`src/pmm_pkg.sv`:
```
`default_nettype none
package pmm_pkg;

  localparam int ADDR_BITS   = 20;
  localparam int OFFSET_BITS = 10;
  localparam int MAX_PROCS   = 16;
  localparam int FRAME_BITS  = ADDR_BITS - OFFSET_BITS;
  localparam int NUM_FRAMES  = 1 << FRAME_BITS;
  localparam int PID_BITS    = 4;
  localparam int BRK_BITS    = 21;
  localparam int SIZE_BITS   = 21;
  localparam int NPG_BITS    = SIZE_BITS - OFFSET_BITS + 1;
  localparam int CMD_BITS    = 2;
  localparam int BYTE_BITS   = 8;

  localparam logic [BRK_BITS-1:0] BRK_RESET = BRK_BITS'(1024);

  typedef enum logic [CMD_BITS-1:0] {
    CMD_ALLOC = 2'd0,
    CMD_FREE  = 2'd1,
    CMD_READ  = 2'd2,
    CMD_WRITE = 2'd3
  } cmd_t;

  typedef struct packed {
    logic [PID_BITS-1:0]   owner;
    logic [FRAME_BITS:0]   link;
    logic [FRAME_BITS-1:0] vpage;
    logic                  mapped;
  } frame_entry_t;

  typedef struct packed {
    logic                  en;
    logic [FRAME_BITS-1:0] addr;
    frame_entry_t          data;
  } frame_wr_t;

  typedef struct packed {
    logic                 we;
    logic [ADDR_BITS-1:0] addr;
    logic [BYTE_BITS-1:0] data;
  } byte_req_t;

endpackage
`default_nettype wire

```
`src/pmm_if.sv`:
```
`default_nettype none
interface pmm_req_if import pmm_pkg::*; ();
  logic                 valid;
  logic                 ready;
  logic [CMD_BITS-1:0]  command;
  logic [PID_BITS-1:0]  pid;
  logic [SIZE_BITS-1:0] size;
  logic [ADDR_BITS-1:0] address;
  logic [BYTE_BITS-1:0] write_data;
  modport source (output valid, command, pid, size, address, write_data, input ready);
  modport sink (input valid, command, pid, size, address, write_data, output ready);
endinterface

interface pmm_rsp_if import pmm_pkg::*; ();
  logic                 valid;
  logic                 ready;
  logic                 status;
  logic [ADDR_BITS-1:0] base_address;
  logic [BYTE_BITS-1:0] read_data;
  modport source (output valid, status, base_address, read_data, input ready);
  modport sink (input valid, status, base_address, read_data, output ready);
endinterface

interface pmm_cfg_if import pmm_pkg::*; ();
  logic                valid;
  logic                ready;
  logic [BRK_BITS-1:0] initial_break;
  modport source (output valid, initial_break, input ready);
  modport sink (input valid, initial_break, output ready);
endinterface
`default_nettype wire

```
`src/pmm_ctrl.sv`:
```
`default_nettype none
module pmm_ctrl import pmm_pkg::*; (
  input  logic                  clk,
  input  logic                  rst,
  pmm_req_if.sink               req,
  pmm_rsp_if.source             rsp,
  pmm_cfg_if.sink               cfg,
  output frame_wr_t             fw,
  output logic [FRAME_BITS-1:0] frame_rd_addr,
  input  frame_entry_t          frame_rd,
  output byte_req_t             br,
  input  logic [BYTE_BITS-1:0]  byte_rd
);

  typedef enum logic [3:0] {
    S_CLEAR, S_IDLE, S_COUNT, S_ASSIGN, S_LINK_END, S_LOOKUP,
    S_WALK_RD, S_WALK_CHK, S_BREAK, S_MEM_ISSUE, S_MEM_WAIT, S_DONE
  } state_t;

  state_t                state;
  logic [ADDR_BITS-1:0]  clr_cnt;
  cmd_t                  cmd_r;
  logic [PID_BITS-1:0]   pid_r;
  logic [ADDR_BITS-1:0]  addr_r;
  logic [BYTE_BITS-1:0]  wdata_r;
  logic [NPG_BITS-1:0]   npg;
  logic [FRAME_BITS:0]   scan_idx;
  logic                  rd_pend;
  logic [FRAME_BITS-1:0] rd_idx;
  logic [FRAME_BITS:0]   free_cnt;
  logic [NPG_BITS-1:0]   k;
  logic [FRAME_BITS-1:0] prev;
  logic [FRAME_BITS-1:0] vp0;
  logic [FRAME_BITS:0]   wf;
  logic [FRAME_BITS:0]   wn;
  logic [BRK_BITS-1:0]   bp [MAX_PROCS];
  logic                  res_status;
  logic [ADDR_BITS-1:0]  res_base;
  logic [BYTE_BITS-1:0]  res_rdata;
  logic                  out_valid;
  logic                  out_status;
  logic [ADDR_BITS-1:0]  out_base;
  logic [BYTE_BITS-1:0]  out_rdata;

  logic [BRK_BITS-1:0]   bp_cur;
  logic [BRK_BITS:0]     alloc_end;
  logic                  alloc_fail;
  logic [BRK_BITS-1:0]   rel_bytes;
  logic [BRK_BITS:0]     brk_cmp;
  logic [SIZE_BITS:0]    size_round;
  logic [NPG_BITS-1:0]   k_m1;
  logic                  lookup_hit;
  logic                  walk_ok;
  logic                  scan_end;

  assign bp_cur     = bp[pid_r];
  assign alloc_end  = {1'b0, bp_cur} + {npg, {OFFSET_BITS{1'b0}}};
  assign alloc_fail = ({1'b0, free_cnt} < npg)
                    || (alloc_end > (BRK_BITS+1)'(1 << ADDR_BITS));
  assign rel_bytes  = {wn, {OFFSET_BITS{1'b0}}};
  assign brk_cmp    = {2'b00, addr_r} + {1'b0, rel_bytes};
  assign size_round = {1'b0, req.size} + (SIZE_BITS+1)'((1 << OFFSET_BITS) - 1);
  assign k_m1       = k - NPG_BITS'(1);
  assign scan_end   = scan_idx[FRAME_BITS] && !rd_pend;
  assign lookup_hit = rd_pend && frame_rd.mapped && (frame_rd.owner == pid_r)
                    && (frame_rd.vpage == addr_r[ADDR_BITS-1:OFFSET_BITS]);
  assign walk_ok    = (frame_rd.owner == pid_r) && frame_rd.mapped
                    && ({1'b0, frame_rd.vpage} == ({1'b0, vp0} + wn));

  assign frame_rd_addr = (state == S_WALK_RD) ? wf[FRAME_BITS-1:0]
                                              : scan_idx[FRAME_BITS-1:0];

  assign req.ready        = (state == S_IDLE);
  assign cfg.ready        = 1'b1;
  assign rsp.valid        = out_valid;
  assign rsp.status       = out_status;
  assign rsp.base_address = out_base;
  assign rsp.read_data    = out_rdata;

  always_ff @(posedge clk) begin
    fw.en <= 1'b0;
    br.we <= 1'b0;
    if (out_valid && rsp.ready) begin
      out_valid <= 1'b0;
    end
    // shared sequential table scan, one read a cycle
    if (state == S_COUNT || state == S_ASSIGN || state == S_LOOKUP) begin
      if (!scan_idx[FRAME_BITS]) begin
        scan_idx <= scan_idx + 1'b1;
        rd_pend  <= 1'b1;
        rd_idx   <= scan_idx[FRAME_BITS-1:0];
      end else begin
        rd_pend <= 1'b0;
      end
    end
    unique case (state)
      S_CLEAR: begin
        br.we   <= 1'b1;
        br.addr <= clr_cnt;
        br.data <= '0;
        if (clr_cnt[ADDR_BITS-1:FRAME_BITS] == '0) begin
          fw.en   <= 1'b1;
          fw.addr <= clr_cnt[FRAME_BITS-1:0];
          fw.data <= '0;
        end
        if (clr_cnt == '1) begin
          state <= S_IDLE;
        end else begin
          clr_cnt <= clr_cnt + 1'b1;
        end
      end
      S_IDLE: begin
        if (req.valid) begin
          cmd_r      <= cmd_t'(req.command);
          pid_r      <= req.pid;
          addr_r     <= req.address;
          wdata_r    <= req.write_data;
          npg        <= size_round[SIZE_BITS:OFFSET_BITS];
          res_status <= 1'b1;
          res_base   <= '0;
          res_rdata  <= '0;
          scan_idx   <= '0;
          rd_pend    <= 1'b0;
          free_cnt   <= '0;
          if (cmd_t'(req.command) == CMD_ALLOC) begin
            if (req.size == '0 || req.pid == '0) begin
              state <= S_DONE;
            end else begin
              state <= S_COUNT;
            end
          end else begin
            state <= S_LOOKUP;
          end
        end
      end
      S_COUNT: begin
        if (rd_pend && frame_rd.owner == '0) begin
          free_cnt <= free_cnt + 1'b1;
        end
        if (scan_end) begin
          if (alloc_fail) begin
            state <= S_DONE;
          end else begin
            scan_idx <= '0;
            k        <= '0;
            vp0      <= bp_cur[ADDR_BITS-1:OFFSET_BITS];
            state    <= S_ASSIGN;
          end
        end
      end
      S_ASSIGN: begin
        // a frame is written once its successor is known
        if (k == npg || scan_end) begin
          state <= S_LINK_END;
        end else if (rd_pend && frame_rd.owner == '0) begin
          if (k != '0) begin
            fw.en         <= 1'b1;
            fw.addr       <= prev;
            fw.data.owner <= pid_r;
            fw.data.link  <= {1'b0, rd_idx};
            fw.data.vpage <= vp0 + k_m1[FRAME_BITS-1:0];
            fw.data.mapped <= 1'b1;
          end
          prev <= rd_idx;
          k    <= k + 1'b1;
        end
      end
      S_LINK_END: begin
        fw.en          <= 1'b1;
        fw.addr        <= prev;
        fw.data.owner  <= pid_r;
        fw.data.link   <= (FRAME_BITS+1)'(NUM_FRAMES);
        fw.data.vpage  <= vp0 + k_m1[FRAME_BITS-1:0];
        fw.data.mapped <= 1'b1;
        bp[pid_r]      <= alloc_end[BRK_BITS-1:0];
        res_base       <= bp_cur[ADDR_BITS-1:0];
        res_status     <= 1'b0;
        state          <= S_DONE;
      end
      S_LOOKUP: begin
        if (lookup_hit) begin
          if (cmd_r == CMD_FREE) begin
            wf    <= {1'b0, rd_idx};
            wn    <= '0;
            vp0   <= addr_r[ADDR_BITS-1:OFFSET_BITS];
            state <= S_WALK_RD;
          end else begin
            br.we   <= (cmd_r == CMD_WRITE);
            br.addr <= {rd_idx, addr_r[OFFSET_BITS-1:0]};
            br.data <= wdata_r;
            state   <= S_MEM_ISSUE;
          end
        end else if (scan_end) begin
          state <= S_DONE;
        end
      end
      S_WALK_RD: begin
        state <= S_WALK_CHK;
      end
      S_WALK_CHK: begin
        if (walk_ok) begin
          fw.en          <= 1'b1;
          fw.addr        <= wf[FRAME_BITS-1:0];
          fw.data.owner  <= '0;
          fw.data.link   <= frame_rd.link;
          fw.data.vpage  <= frame_rd.vpage;
          fw.data.mapped <= 1'b0;
          wn             <= wn + 1'b1;
          wf             <= frame_rd.link;
          if (frame_rd.link[FRAME_BITS] || wn == (FRAME_BITS+1)'(NUM_FRAMES - 1)) begin
            state <= S_BREAK;
          end else begin
            state <= S_WALK_RD;
          end
        end else begin
          state <= S_BREAK;
        end
      end
      S_BREAK: begin
        if ({1'b0, bp_cur} == brk_cmp) begin
          bp[pid_r] <= bp_cur - rel_bytes;
        end
        res_status <= 1'b0;
        state      <= S_DONE;
      end
      S_MEM_ISSUE: begin
        state <= S_MEM_WAIT;
      end
      S_MEM_WAIT: begin
        if (cmd_r == CMD_READ) begin
          res_rdata <= byte_rd;
        end
        res_status <= 1'b0;
        state      <= S_DONE;
      end
      S_DONE: begin
        if (!out_valid || rsp.ready) begin
          out_valid  <= 1'b1;
          out_status <= res_status;
          out_base   <= res_base;
          out_rdata  <= res_rdata;
          state      <= S_IDLE;
        end
      end
      default: state <= S_IDLE;
    endcase
    if (cfg.valid) begin
      for (int p = 0; p < MAX_PROCS; p++) begin
        bp[p] <= cfg.initial_break;
      end
    end
    if (rst) begin
      state     <= S_CLEAR;
      clr_cnt   <= '0;
      out_valid <= 1'b0;
      fw.en     <= 1'b0;
      br.we     <= 1'b0;
      rd_pend   <= 1'b0;
      for (int p = 0; p < MAX_PROCS; p++) begin
        bp[p] <= BRK_RESET;
      end
    end
  end

endmodule
`default_nettype wire

```
`src/flat_wrapper.sv`:
```
// flat-port wrapper written by rule: the top's interface ports become plain ports
module pmm_ctrl_flat import pmm_pkg::*;
  (clk, rst, fw, frame_rd_addr, frame_rd, br, byte_rd, req_valid, req_command, req_pid, req_size, req_address, req_write_data, req_ready, rsp_valid, rsp_status, rsp_base_address, rsp_read_data, rsp_ready, cfg_valid, cfg_initial_break, cfg_ready);
  pmm_req_if req_i ();
  pmm_rsp_if rsp_i ();
  pmm_cfg_if cfg_i ();
  input  logic clk;
  input  logic rst;
  output frame_wr_t fw;
  output logic [FRAME_BITS-1:0] frame_rd_addr;
  input  frame_entry_t frame_rd;
  output byte_req_t br;
  input  logic [BYTE_BITS-1:0] byte_rd;
  input wire logic [$bits(req_i.valid)-1:0] req_valid;
  input wire logic [$bits(req_i.command)-1:0] req_command;
  input wire logic [$bits(req_i.pid)-1:0] req_pid;
  input wire logic [$bits(req_i.size)-1:0] req_size;
  input wire logic [$bits(req_i.address)-1:0] req_address;
  input wire logic [$bits(req_i.write_data)-1:0] req_write_data;
  output wire logic [$bits(req_i.ready)-1:0] req_ready;
  output wire logic [$bits(rsp_i.valid)-1:0] rsp_valid;
  output wire logic [$bits(rsp_i.status)-1:0] rsp_status;
  output wire logic [$bits(rsp_i.base_address)-1:0] rsp_base_address;
  output wire logic [$bits(rsp_i.read_data)-1:0] rsp_read_data;
  input wire logic [$bits(rsp_i.ready)-1:0] rsp_ready;
  input wire logic [$bits(cfg_i.valid)-1:0] cfg_valid;
  input wire logic [$bits(cfg_i.initial_break)-1:0] cfg_initial_break;
  output wire logic [$bits(cfg_i.ready)-1:0] cfg_ready;
  assign req_i.valid = req_valid;
  assign req_i.command = req_command;
  assign req_i.pid = req_pid;
  assign req_i.size = req_size;
  assign req_i.address = req_address;
  assign req_i.write_data = req_write_data;
  assign req_ready = req_i.ready;
  assign rsp_valid = rsp_i.valid;
  assign rsp_status = rsp_i.status;
  assign rsp_base_address = rsp_i.base_address;
  assign rsp_read_data = rsp_i.read_data;
  assign rsp_i.ready = rsp_ready;
  assign cfg_i.valid = cfg_valid;
  assign cfg_i.initial_break = cfg_initial_break;
  assign cfg_ready = cfg_i.ready;
  pmm_ctrl u_core (.clk(clk), .rst(rst), .req(req_i), .rsp(rsp_i), .cfg(cfg_i), .fw(fw), .frame_rd_addr(frame_rd_addr), .frame_rd(frame_rd), .br(br), .byte_rd(byte_rd));
endmodule
```
`config.mk`:
```
export PLATFORM = sky130hd
export DESIGN_NAME = pmm_ctrl_flat
export DESIGN_NICKNAME = d
export VERILOG_FILES = /design/src/pmm_pkg.sv /design/src/pmm_if.sv /design/src/pmm_ctrl.sv /design/src/flat_wrapper.sv
export SDC_FILE = /design/constraint.sdc
export NUM_CORES = 1
export LEC_CHECK = 0
export ABC_AREA = 1
export BUFFER_PORTS_ARGS = -buffer_cell sky130_fd_sc_hd__buf_4
export CORE_MARGIN = 1
export CORE_UTILIZATION = 35
export DETAILED_ROUTE_END_ITERATION = 7
export PLACE_DENSITY_LB_ADDON = 0.12
export SYNTH_ARGS = -nofsm -noshare
export SYNTH_HDL_FRONTEND = slang
export SYNTH_SLANG_ARGS = --single-unit
```
`constraint.sdc`:
```
create_clock -name clk -period 5 [get_ports clk]
set_input_delay 0.25 -clock clk [delete_from_list [all_inputs] [get_ports clk]]
set_output_delay 0.25 -clock clk [all_outputs]
set_load 0.1 [all_outputs]
```
# Word-level counts from Yosys, hierarchy flattened
# Memories as Yosys holds them, arrays and structs flattened. A register that Yosys moved wholly into a read port is not among the register bits.
# Index checks and enable logic that the tools add are counted.
[classes]
addsub = 12
n_mul = 0
div_mod_pow = 0
magnitude_cmp = 2
eq_ne = 38
shift = 0
n_mux = 92
n_bitwise = 20
reduce_logical = 49
[ops]
columns = ["operator", "count"]
rows = [
  ["$mux W21", 17],
  ["$mux W37", 5],
  ["$pmux W37 S4", 1],
  ["$mux W11", 10],
  ["$mux W10", 8],
  ["$pmux W11 S2", 3],
  ["$mux W29", 2],
  ["$pmux W29 S2", 1],
  ["$mux W4", 14],
  ["$mux W12", 4],
  ["$pmux W10 S2", 2],
  ["$pmux W20 S2", 1],
  ["$pmux W4 S10", 1],
  ["$add A11 B1 Y11 const B", 3],
  ["$pmux W12 S2", 1],
  ["$add A20 B21 Y22", 1],
  ["$add A21 B10 Y22 const B", 1],
  ["$add A21 B22 Y22", 1],
  ["$eq A21 B22 Y1", 1],
  ["$gt A22 B21 Y1 const B", 1],
  ["$logic_not A21 Y1", 1],
  ["$sub A21 B21 Y21", 1],
  ["$add A20 B1 Y20 const B", 1],
  ["$eq A20 B20 Y1 const B", 1],
  ["other kinds (41)", 131],
]
[word_totals]
regBits = 281
latch_bits = 0
mem_bits_rw = 336
mem_bits_ro = 0
output_inout_bits = 108
n_memories = 1
[memory_table]
columns = ["memory", "words", "word_bits", "read_ports", "rd_clocked_by_memory_dff", "wr", "line", "rtl"]
rows = [
  ["u_core.bp", 16, 21, 1, 1, 17, "pmm_ctrl.sv:36", "logic [BRK_BITS-1:0] bp [MAX_PROCS];"],
]

# Logic depth before layout (Yosys ltp)
# Gate-level depths: netlist of the first run.
[depth]
word_depth = 7
mapped_depth = 28

# Worst setup path before layout of the first run
# Ideal clock, no wire load.
[synth_path]
kind = "reg-to-reg"
startpoint = "reg u_core.wn[0]"
endpoint = "mem u_core.bp[10][0] (enable)"
arrival_time_ns = 4.162
required_ns = 4.568
path_slack_ns = 0.407
path_stages_with_launch = 19
path_cell_list = "edfxtp_1 > ha_1 > inv_1 > fa_1 > nand3b_1 > nand2_1 > nand2_1 > nand2_1 > nand2_1 > o21ai_0 > inv_1 > nand2_1 > nand3_1 > nor2_1 > nand3_1 > nand2_2 > buf_6 > inv_1 > o31ai_1"
[synth_rtl]
columns = ["item", "line", "rtl"]
rows = [
  ["from (decl)", "pmm_ctrl.sv:35", "logic [FRAME_BITS:0] wn;"],
  ["from (signal assigned)", "pmm_ctrl.sv:208", "wn <= wn + 1'b1;"],
  ["to (decl)", "pmm_ctrl.sv:36", ""],
]

==> qor.yml, run 1 <==
run_status: "completed"
cpMaxStageDelayCell: "o2111a_1"
peakVddDrop_uv: 214
cts.path.max_buffers: 3
multiInputGateArea_um2: 12800
synthXorXnorAreaFrac: 0.0179
yosys.area.top_type: "edfxtp_1"
gp_congestion: 0.939
dp_hpwl_mm: 77.7
cts_root_buffer: "clkbuf_16"
drtPass1Iterations: 6
antenna_found_initial: 3
tightest_slew_ns: 1.07
synth-edff-count: 389
ys_top_cells_by_area: "edfxtp_1, dfxtp_1, nand2_1"
p_leak_nw: 17.2
ys_warn_count: 0
maxSlewHeadroom: 0.279
first_global_vias: 26600
slowest_delay_ns: 0.47
synth_top_family_by_area: "simple AND/OR/NAND/NOR gates"
cts_buffers: 73
crit_type: "flop to flop"
grt_use_met1: 0.331
gr-usage-met2: 0.403
setup_tns_ns: 0
io_buffers: 221
setup_viol: 0
clk_latency_ns: 0.64
ioPinCount: 223
first_iter_violations: 2275
synth_simple_gate_area_frac: 0.274
synth_adder_area_share: 0.0322
postLayoutCoreUtil: 0.426
routed_wirelength_mm: 112
initial_core_util: 0.354
path_max_fanout: 29
area_growth_pct: 20.4
clk_pin_slew_ns: 0.06
ys.flop_type: "edfxtp_1"
ys_async_sr_fraction: 0
die_area_um2: 92200
grt-ovfl-total: 0
power_density_nw_per_um2: 380
skew_ns: 0.0356
worstSetupStartpointType: "flop"
route.detailed.drc: 0
crit_arrival_ns: 4.74
post_route_cells_drive_above_1_share: 0.108
synth_mux_area_frac: 0.000314
placed_cell_area_um2: 35200
seq_area_um2: 16300
crit_chain: "clkinv_2 -> buf_12 -> nand3_1 -> nand3_1 -> nand3_1 -> nand2_1 -> ha_1 -> nand2_1 -> nor2_1 -> nand2_1 -> nand2_1 -> nand3_1 -> nand2_1 -> nand2_1 -> nand2_1 -> nand3_1 -> nor2_1 -> nand3_1 -> nand2_1 -> nand2_1 -> nand2_1 -> o2111a_1"
worstPathRequired_ns: 5.26
hp-class: "input pin to flop"
synth_cell_type_count: 49
die_x_um: 304
row_count: 110
max_clock_freq_ghz: 0.223
grt_max_degree: 107
ys_seq_elements: 621
synth_compound_area_frac: 0.0712
hold_viol_final: 0
clock_sinks: 621
syn_area_um2: 31800
synth.avg_cell_area_um2: 7.93
cp-end-kind: "flop"
synthCells: 4017
mostFrequentLayoutCells: "nand2_1, nor2_1, inv_1"
final_common_cell: "nand2_1"
fin_crit_sh: 0.895
cts_tree: "yes"
syn_nets: 4211
design_area_um2: 38400
num-fill-cells: 9198
yosysTopAreaCellShare: 0.367
grt_pass1_wl_mm: 170
cap_violations: 0
drv_slew: 0
wl_per_cell_um: 20.3
grtUsageMet3: 0.0264
synth-seq-area-share: 0.513
period_minus_slack_ns: 4.48
crit_top_cell: "nand2_1"
rsz0062_at_grt: "false"
track_usage: 0.242
dieHeight_um: 304
num_vias: 27600
grt.busiest_layer: "met2"
cts.htree.levels: 3
ant_nets: 0
via_per_inst: 4.99
layout.nets: 4482
coreArea_um2: 90000
cells in the mapped netlist (27+ instances only):
master / number
nand3_1: 485
dfxtp_1: 232
edfxtp_1: 389
a21oi_1: 137
nor2_1: 646
o211ai_1: 27
inv_1: 558
nand4_1: 36
nand2_1: 853
xor2_1: 47
o22ai_1: 27
o21ai_0: 146
nor3_1: 35
clkbuf_1: 99
buf_2: 65
ha_1: 74
critical path, delay by kind of cell, from the launching register on:
| family | cells | cell delay, ns |
|---|---|---|
| buffers and inverters | 2 | 0.68 |
| adders and majority gates | 1 | 0.42 |
| DFF | 1 | 0.38 |
| and+or+nand+nor | 18 | 2.12 |
| AOI/OAI and AO/OA | 1 | 0.47 |
layout make-up:
class | instances | area share
multi-input combinational | 2647 | 0.333
sequential | 621 | 0.426
antenna | 1 | 0.0000652
tap | 1176 | 0.0384
inverter | 564 | 0.0556
clock buffer | 101 | 0.0538
clock inverter | 35 | 0.0123
timing repair buffer | 381 | 0.0815
routing by layer:
layer  wire (um)  vias to the layer above
met2       52800                      780
met1       50900                    13100
met5           0                        -
met3        5350                      151
met4        3010                        0
li1            -                    13600
state kept, by name, indices dropped and copies added, names as in the netlist, 2 cells and up, named ones only:
register,cells
u_core.npg,12
u_core.prev,10
u_core.wf,10
u_core.bp,336
u_core.addr_r,20
u_core.k,12
u_core.free_cnt,11
u_core.rsp.read_data,8
u_core.br,29
u_core.res_base,20
u_core.res_rdata,8
u_core.wn,11
u_core.scan_idx,11
u_core.clr_cnt,20
u_core.vp0,10
u_core.cmd_r,2
u_core.state,4
u_core.rd_idx,10
u_core.rsp.base_address,20
u_core.fw,37
u_core.wdata_r,8
u_core.pid_r,4
through the flow:
step	instances	power [mW]	hold slack, ns	setup slack (ns)
final	5526	14.6	0.0337	0.524
after detailed placement	5323	8.99	0.405	0.614
after global routing	5526	15.2	0.0267	0.0307
after CTS	5525	14.7	0.00148	0.562
after global placement	5323	8.99	0.401	0.619
after floorplan	4017	8.04	0.349	0.407
report_power, final:
group / total [mW] / internal [mW] / leakage (nW) / switching (mW)
combinational: 2.90 / 0.801 / 10.0 / 2.10
clock: 5.62 / 3.34 / 1.23 / 2.28
sequential: 6.04 / 5.89 / 5.95 / 0.148
kinds of logic after synthesis:
logic type               after synthesis
multiplexers                           1
flip-flops                           621
AND/OR/NAND/NOR                     2096
adder cells (fa/ha/maj)               79
XOR/XNOR                              65
other                                  1
AO/OA/AOI/OAI                        405
buffers and inverters                749
final timing paths:
path / startpoint / to / slack (ns) / depth (start not counted)
min reg2reg: u_core.res_rdata[1] / u_core.rsp.read_data[1] / 0.42 / 0
min: req_size[18] / u_core.npg[8] / 0.03 / 3
max: flop / u_core.vp0[3] / 0.52 / 22
max reg2reg: flop / u_core.vp0[3] / 0.52 / 22
timing repair:
action,in CTS,in global routing
endpoints found under the setup margin,0,0
hold buffers,66,0
endpoints found under the hold margin,68,0
buffers inserted,0,0
resized for setup,0,0
Power figures use the tool's default switching activity.
==> run 2: changes to the inputs <==
--- a/config.mk
+++ b/config.mk
@@ -6,7 +6,7 @@
 export NUM_CORES = 1
 export LEC_CHECK = 0
 export ABC_AREA = 1
-export BUFFER_PORTS_ARGS = -buffer_cell sky130_fd_sc_hd__buf_4
+export BUFFER_PORTS_ARGS = -buffer_cell sky130_fd_sc_hd__buf_2
 export CORE_MARGIN = 1
 export CORE_UTILIZATION = 35
 export DETAILED_ROUTE_END_ITERATION = 7
==> run 2 against run 1 <==
Net effect: sequential power is essentially flat; non-clock buffer count is 4 lower; sequential share of layout area increased by 0.70 points; largest cell class unchanged.
==> qor.yml, run 2 (synthesized netlist as in run 1, its figures left out) <==
drv_slew: 0  # unchanged
whs_ns: 0.0239  # -0.00976 ns
ioPinCount: 223  # unchanged
power_density_nw_per_um2: 381  # +0.30%
first_iter_violations: 2275  # unchanged
period_minus_slack_ns: 4.49  # +0.0172 ns
track_usage: 0.241  # -0.00122
clk_latency_ns: 0.65  # about the same
dieHeight_um: 304  # unchanged
cts_tree: "yes"
run_status: "completed"
wl_per_cell_um: 20.4  # +0.58%
routed_wirelength_mm: 113  # +0.54%
fin_total_pwr_mw: 14.4  # -1.3%
via_per_inst: 4.95  # -0.80%
crit_type: "flop to flop"
top_regs: "u_core.bp: 336 flops, u_core.fw: 37 flops, u_core.br: 29 flops"
rsz0062_at_grt: "false"
mostFrequentLayoutCells: "nand2_1, nor2_1, inv_1"
initial_core_util: 0.354  # unchanged
skew_ns: 0.0414  # +0.00580 ns
dp.cells: 5319  # -0.075%
hp-class: "input pin to flop"
min_from: "frame_rd[5]"
hold_viol_final: 0  # unchanged
grt_max_degree: 180  # +68%
antenna_found_initial: 2  # -1
dp_hpwl_mm: 77.7  # about the same
design_area_um2: 37700  # -1.6%
setup_tns_ns: 0  # unchanged
peakVddDrop_uv: 241  # +12%
cts_root_buffer: "clkbuf_16"
cts.htree.levels: 3  # unchanged
ctsResizeCount: 0  # unchanged
fin_crit_sh: 0.899  # +0.00343
tightest_slew_ns: 1.14  # +0.0686 ns
area_growth_pct: 18.5
cp-end-kind: "flop"
final_common_cell: "nand2_1"
fin_cells: 5524  # -0.036%
r2r_cells: 23  # +4.5%
row_count: 110  # unchanged
r2r-end: "u_core.vp0[1]"
route.detailed.drc: 0  # unchanged
die_x_um: 304  # unchanged
grt_pass1_wl_mm: 167  # -1.4%
worstSetupStartpointType: "flop"
cts.path.max_buffers: 3  # unchanged
maxSlewHeadroom: 0.236  # -0.0433
ant_nets: 0  # unchanged
gp_congestion: 0.882  # -6.1%
layout.nets: 4480  # -0.045%
io_buffers: 221  # unchanged
p_leak_nw: 17.0  # -1.0%
num_vias: 27300  # -0.84%
hold_depth: 3  # unchanged
placed_cell_area_um2: 34600  # -1.6%
largest_reg_flops: 336  # unchanged
clock_sinks: 621  # unchanged
worstPathRequired_ns: 5.28  # +0.02 ns
die_area_um2: 92200  # unchanged
cap_violations: 0  # unchanged
min_to: "u_core.fw[5]"
setup_viol: 0  # unchanged
post_route_cells_drive_above_1_share: 0.105  # -0.00246
clk_pin_slew_ns: 0.06  # about the same
path_max_fanout: 51  # +76%
coreArea_um2: 90000  # unchanged
max_clock_freq_ghz: 0.223  # -0.38%
r2r_slack_ns: 0.51  # -0.02 ns
first_global_vias: 26100  # -2.1%
crit_arrival_ns: 4.77  # +0.03 ns
drtPass1Iterations: 5  # -1
cts_buffers: 75  # +2.7%
grt-ovfl-total: 0  # unchanged
largest-register: "u_core.bp"
==> run 2: changes by cell type in the layout (fill, tap and decap cells not counted), sizes merged <==
cell / delta
bufinv: -3
buf: -4
diode: +1
inv: +2
clkbuf: +2
==> run 2: metal layers <==
layer,up-vias,track usage,wire (um)
met3,195,0.0375,6190
li1,13600,-,-
met2,774,0.393,51700
met5,-,0,0
met1,12800,0.317,49900
met4,0,0.101,4910
==> run 2: how the worst max path moves through the flow <==
stage,to,slack (ns),cells after the start
after global placement,u_core.vp0[2],0.65,23
after CTS,u_core.vp0[0],0.55,23
after detailed placement,u_core.vp0[2],0.57,23
after floorplan,u_core.bp[10][0],0.41,18
final,u_core.vp0[1],0.51,23
after global routing,u_core.scan_idx[7],0.08,25
==> run 2: critical path, cell delays in order (launching register included) <==
cell      delay [ns]
dfxtp_4         0.41
inv_4           0.28
buf_12          0.30
nand2_1         0.08
nand3_1         0.07
nand3_1         0.08
nand3_1         0.34
nand2_1         0.16
ha_1            0.39
nand2_1         0.07
o21ai_0         0.37
nand3_1         0.12
nand2_1         0.12
nand2_1         0.07
nand2_1         0.06
nand2_1         0.05
nand2_1         0.07
nand3_1         0.06
nor2_1          0.11
nand3_1         0.08
nand2_1         0.13
nand2_1         0.09
nand2_1         0.15
o2111a_1        0.49
==> run 2: area by class of cell <==
| type | instances | area, um^2 |
|---|---|---|
| Inverter | 564 | 2130 |
| Tap cell | 1176 | 1470 |
| Antenna cell | 2 | 5.00 |
| Timing Repair Buffer | 377 | 2570 |
| Clock inverter | 34 | 422 |
| Fill cell | 9249 | 52300 |
| Sequential cell | 621 | 16300 |
| Clock buffer | 103 | 2050 |
| Multi-Input combinational cell | 2647 | 12800 |
==> run 2: repair_timing <==
item | CTS | global route
endpoints found under the hold margin | 68 | 0
hold buffers | 66 | 0
setup buffers | 0 | 0
==> run 2: through the flow <==
step / setup WS [ns] / util
finish: 0.507 / 0.419
global route: 0.0825 / 0.419
CTS: 0.552 / 0.419
detailed placement: 0.567 / 0.384
global placement: 0.651 / 0.384
floorplan: 0.407 / -
==> run 2: where the power goes <==
group / internal, mW / switching, mW / leakage (nW)
registers: 5.89 / 0.141 / 5.95
logic: 0.732 / 2.10 / 9.88
clock network: 3.18 / 2.32 / 1.19
total: 9.80 / 4.57 / 17.0
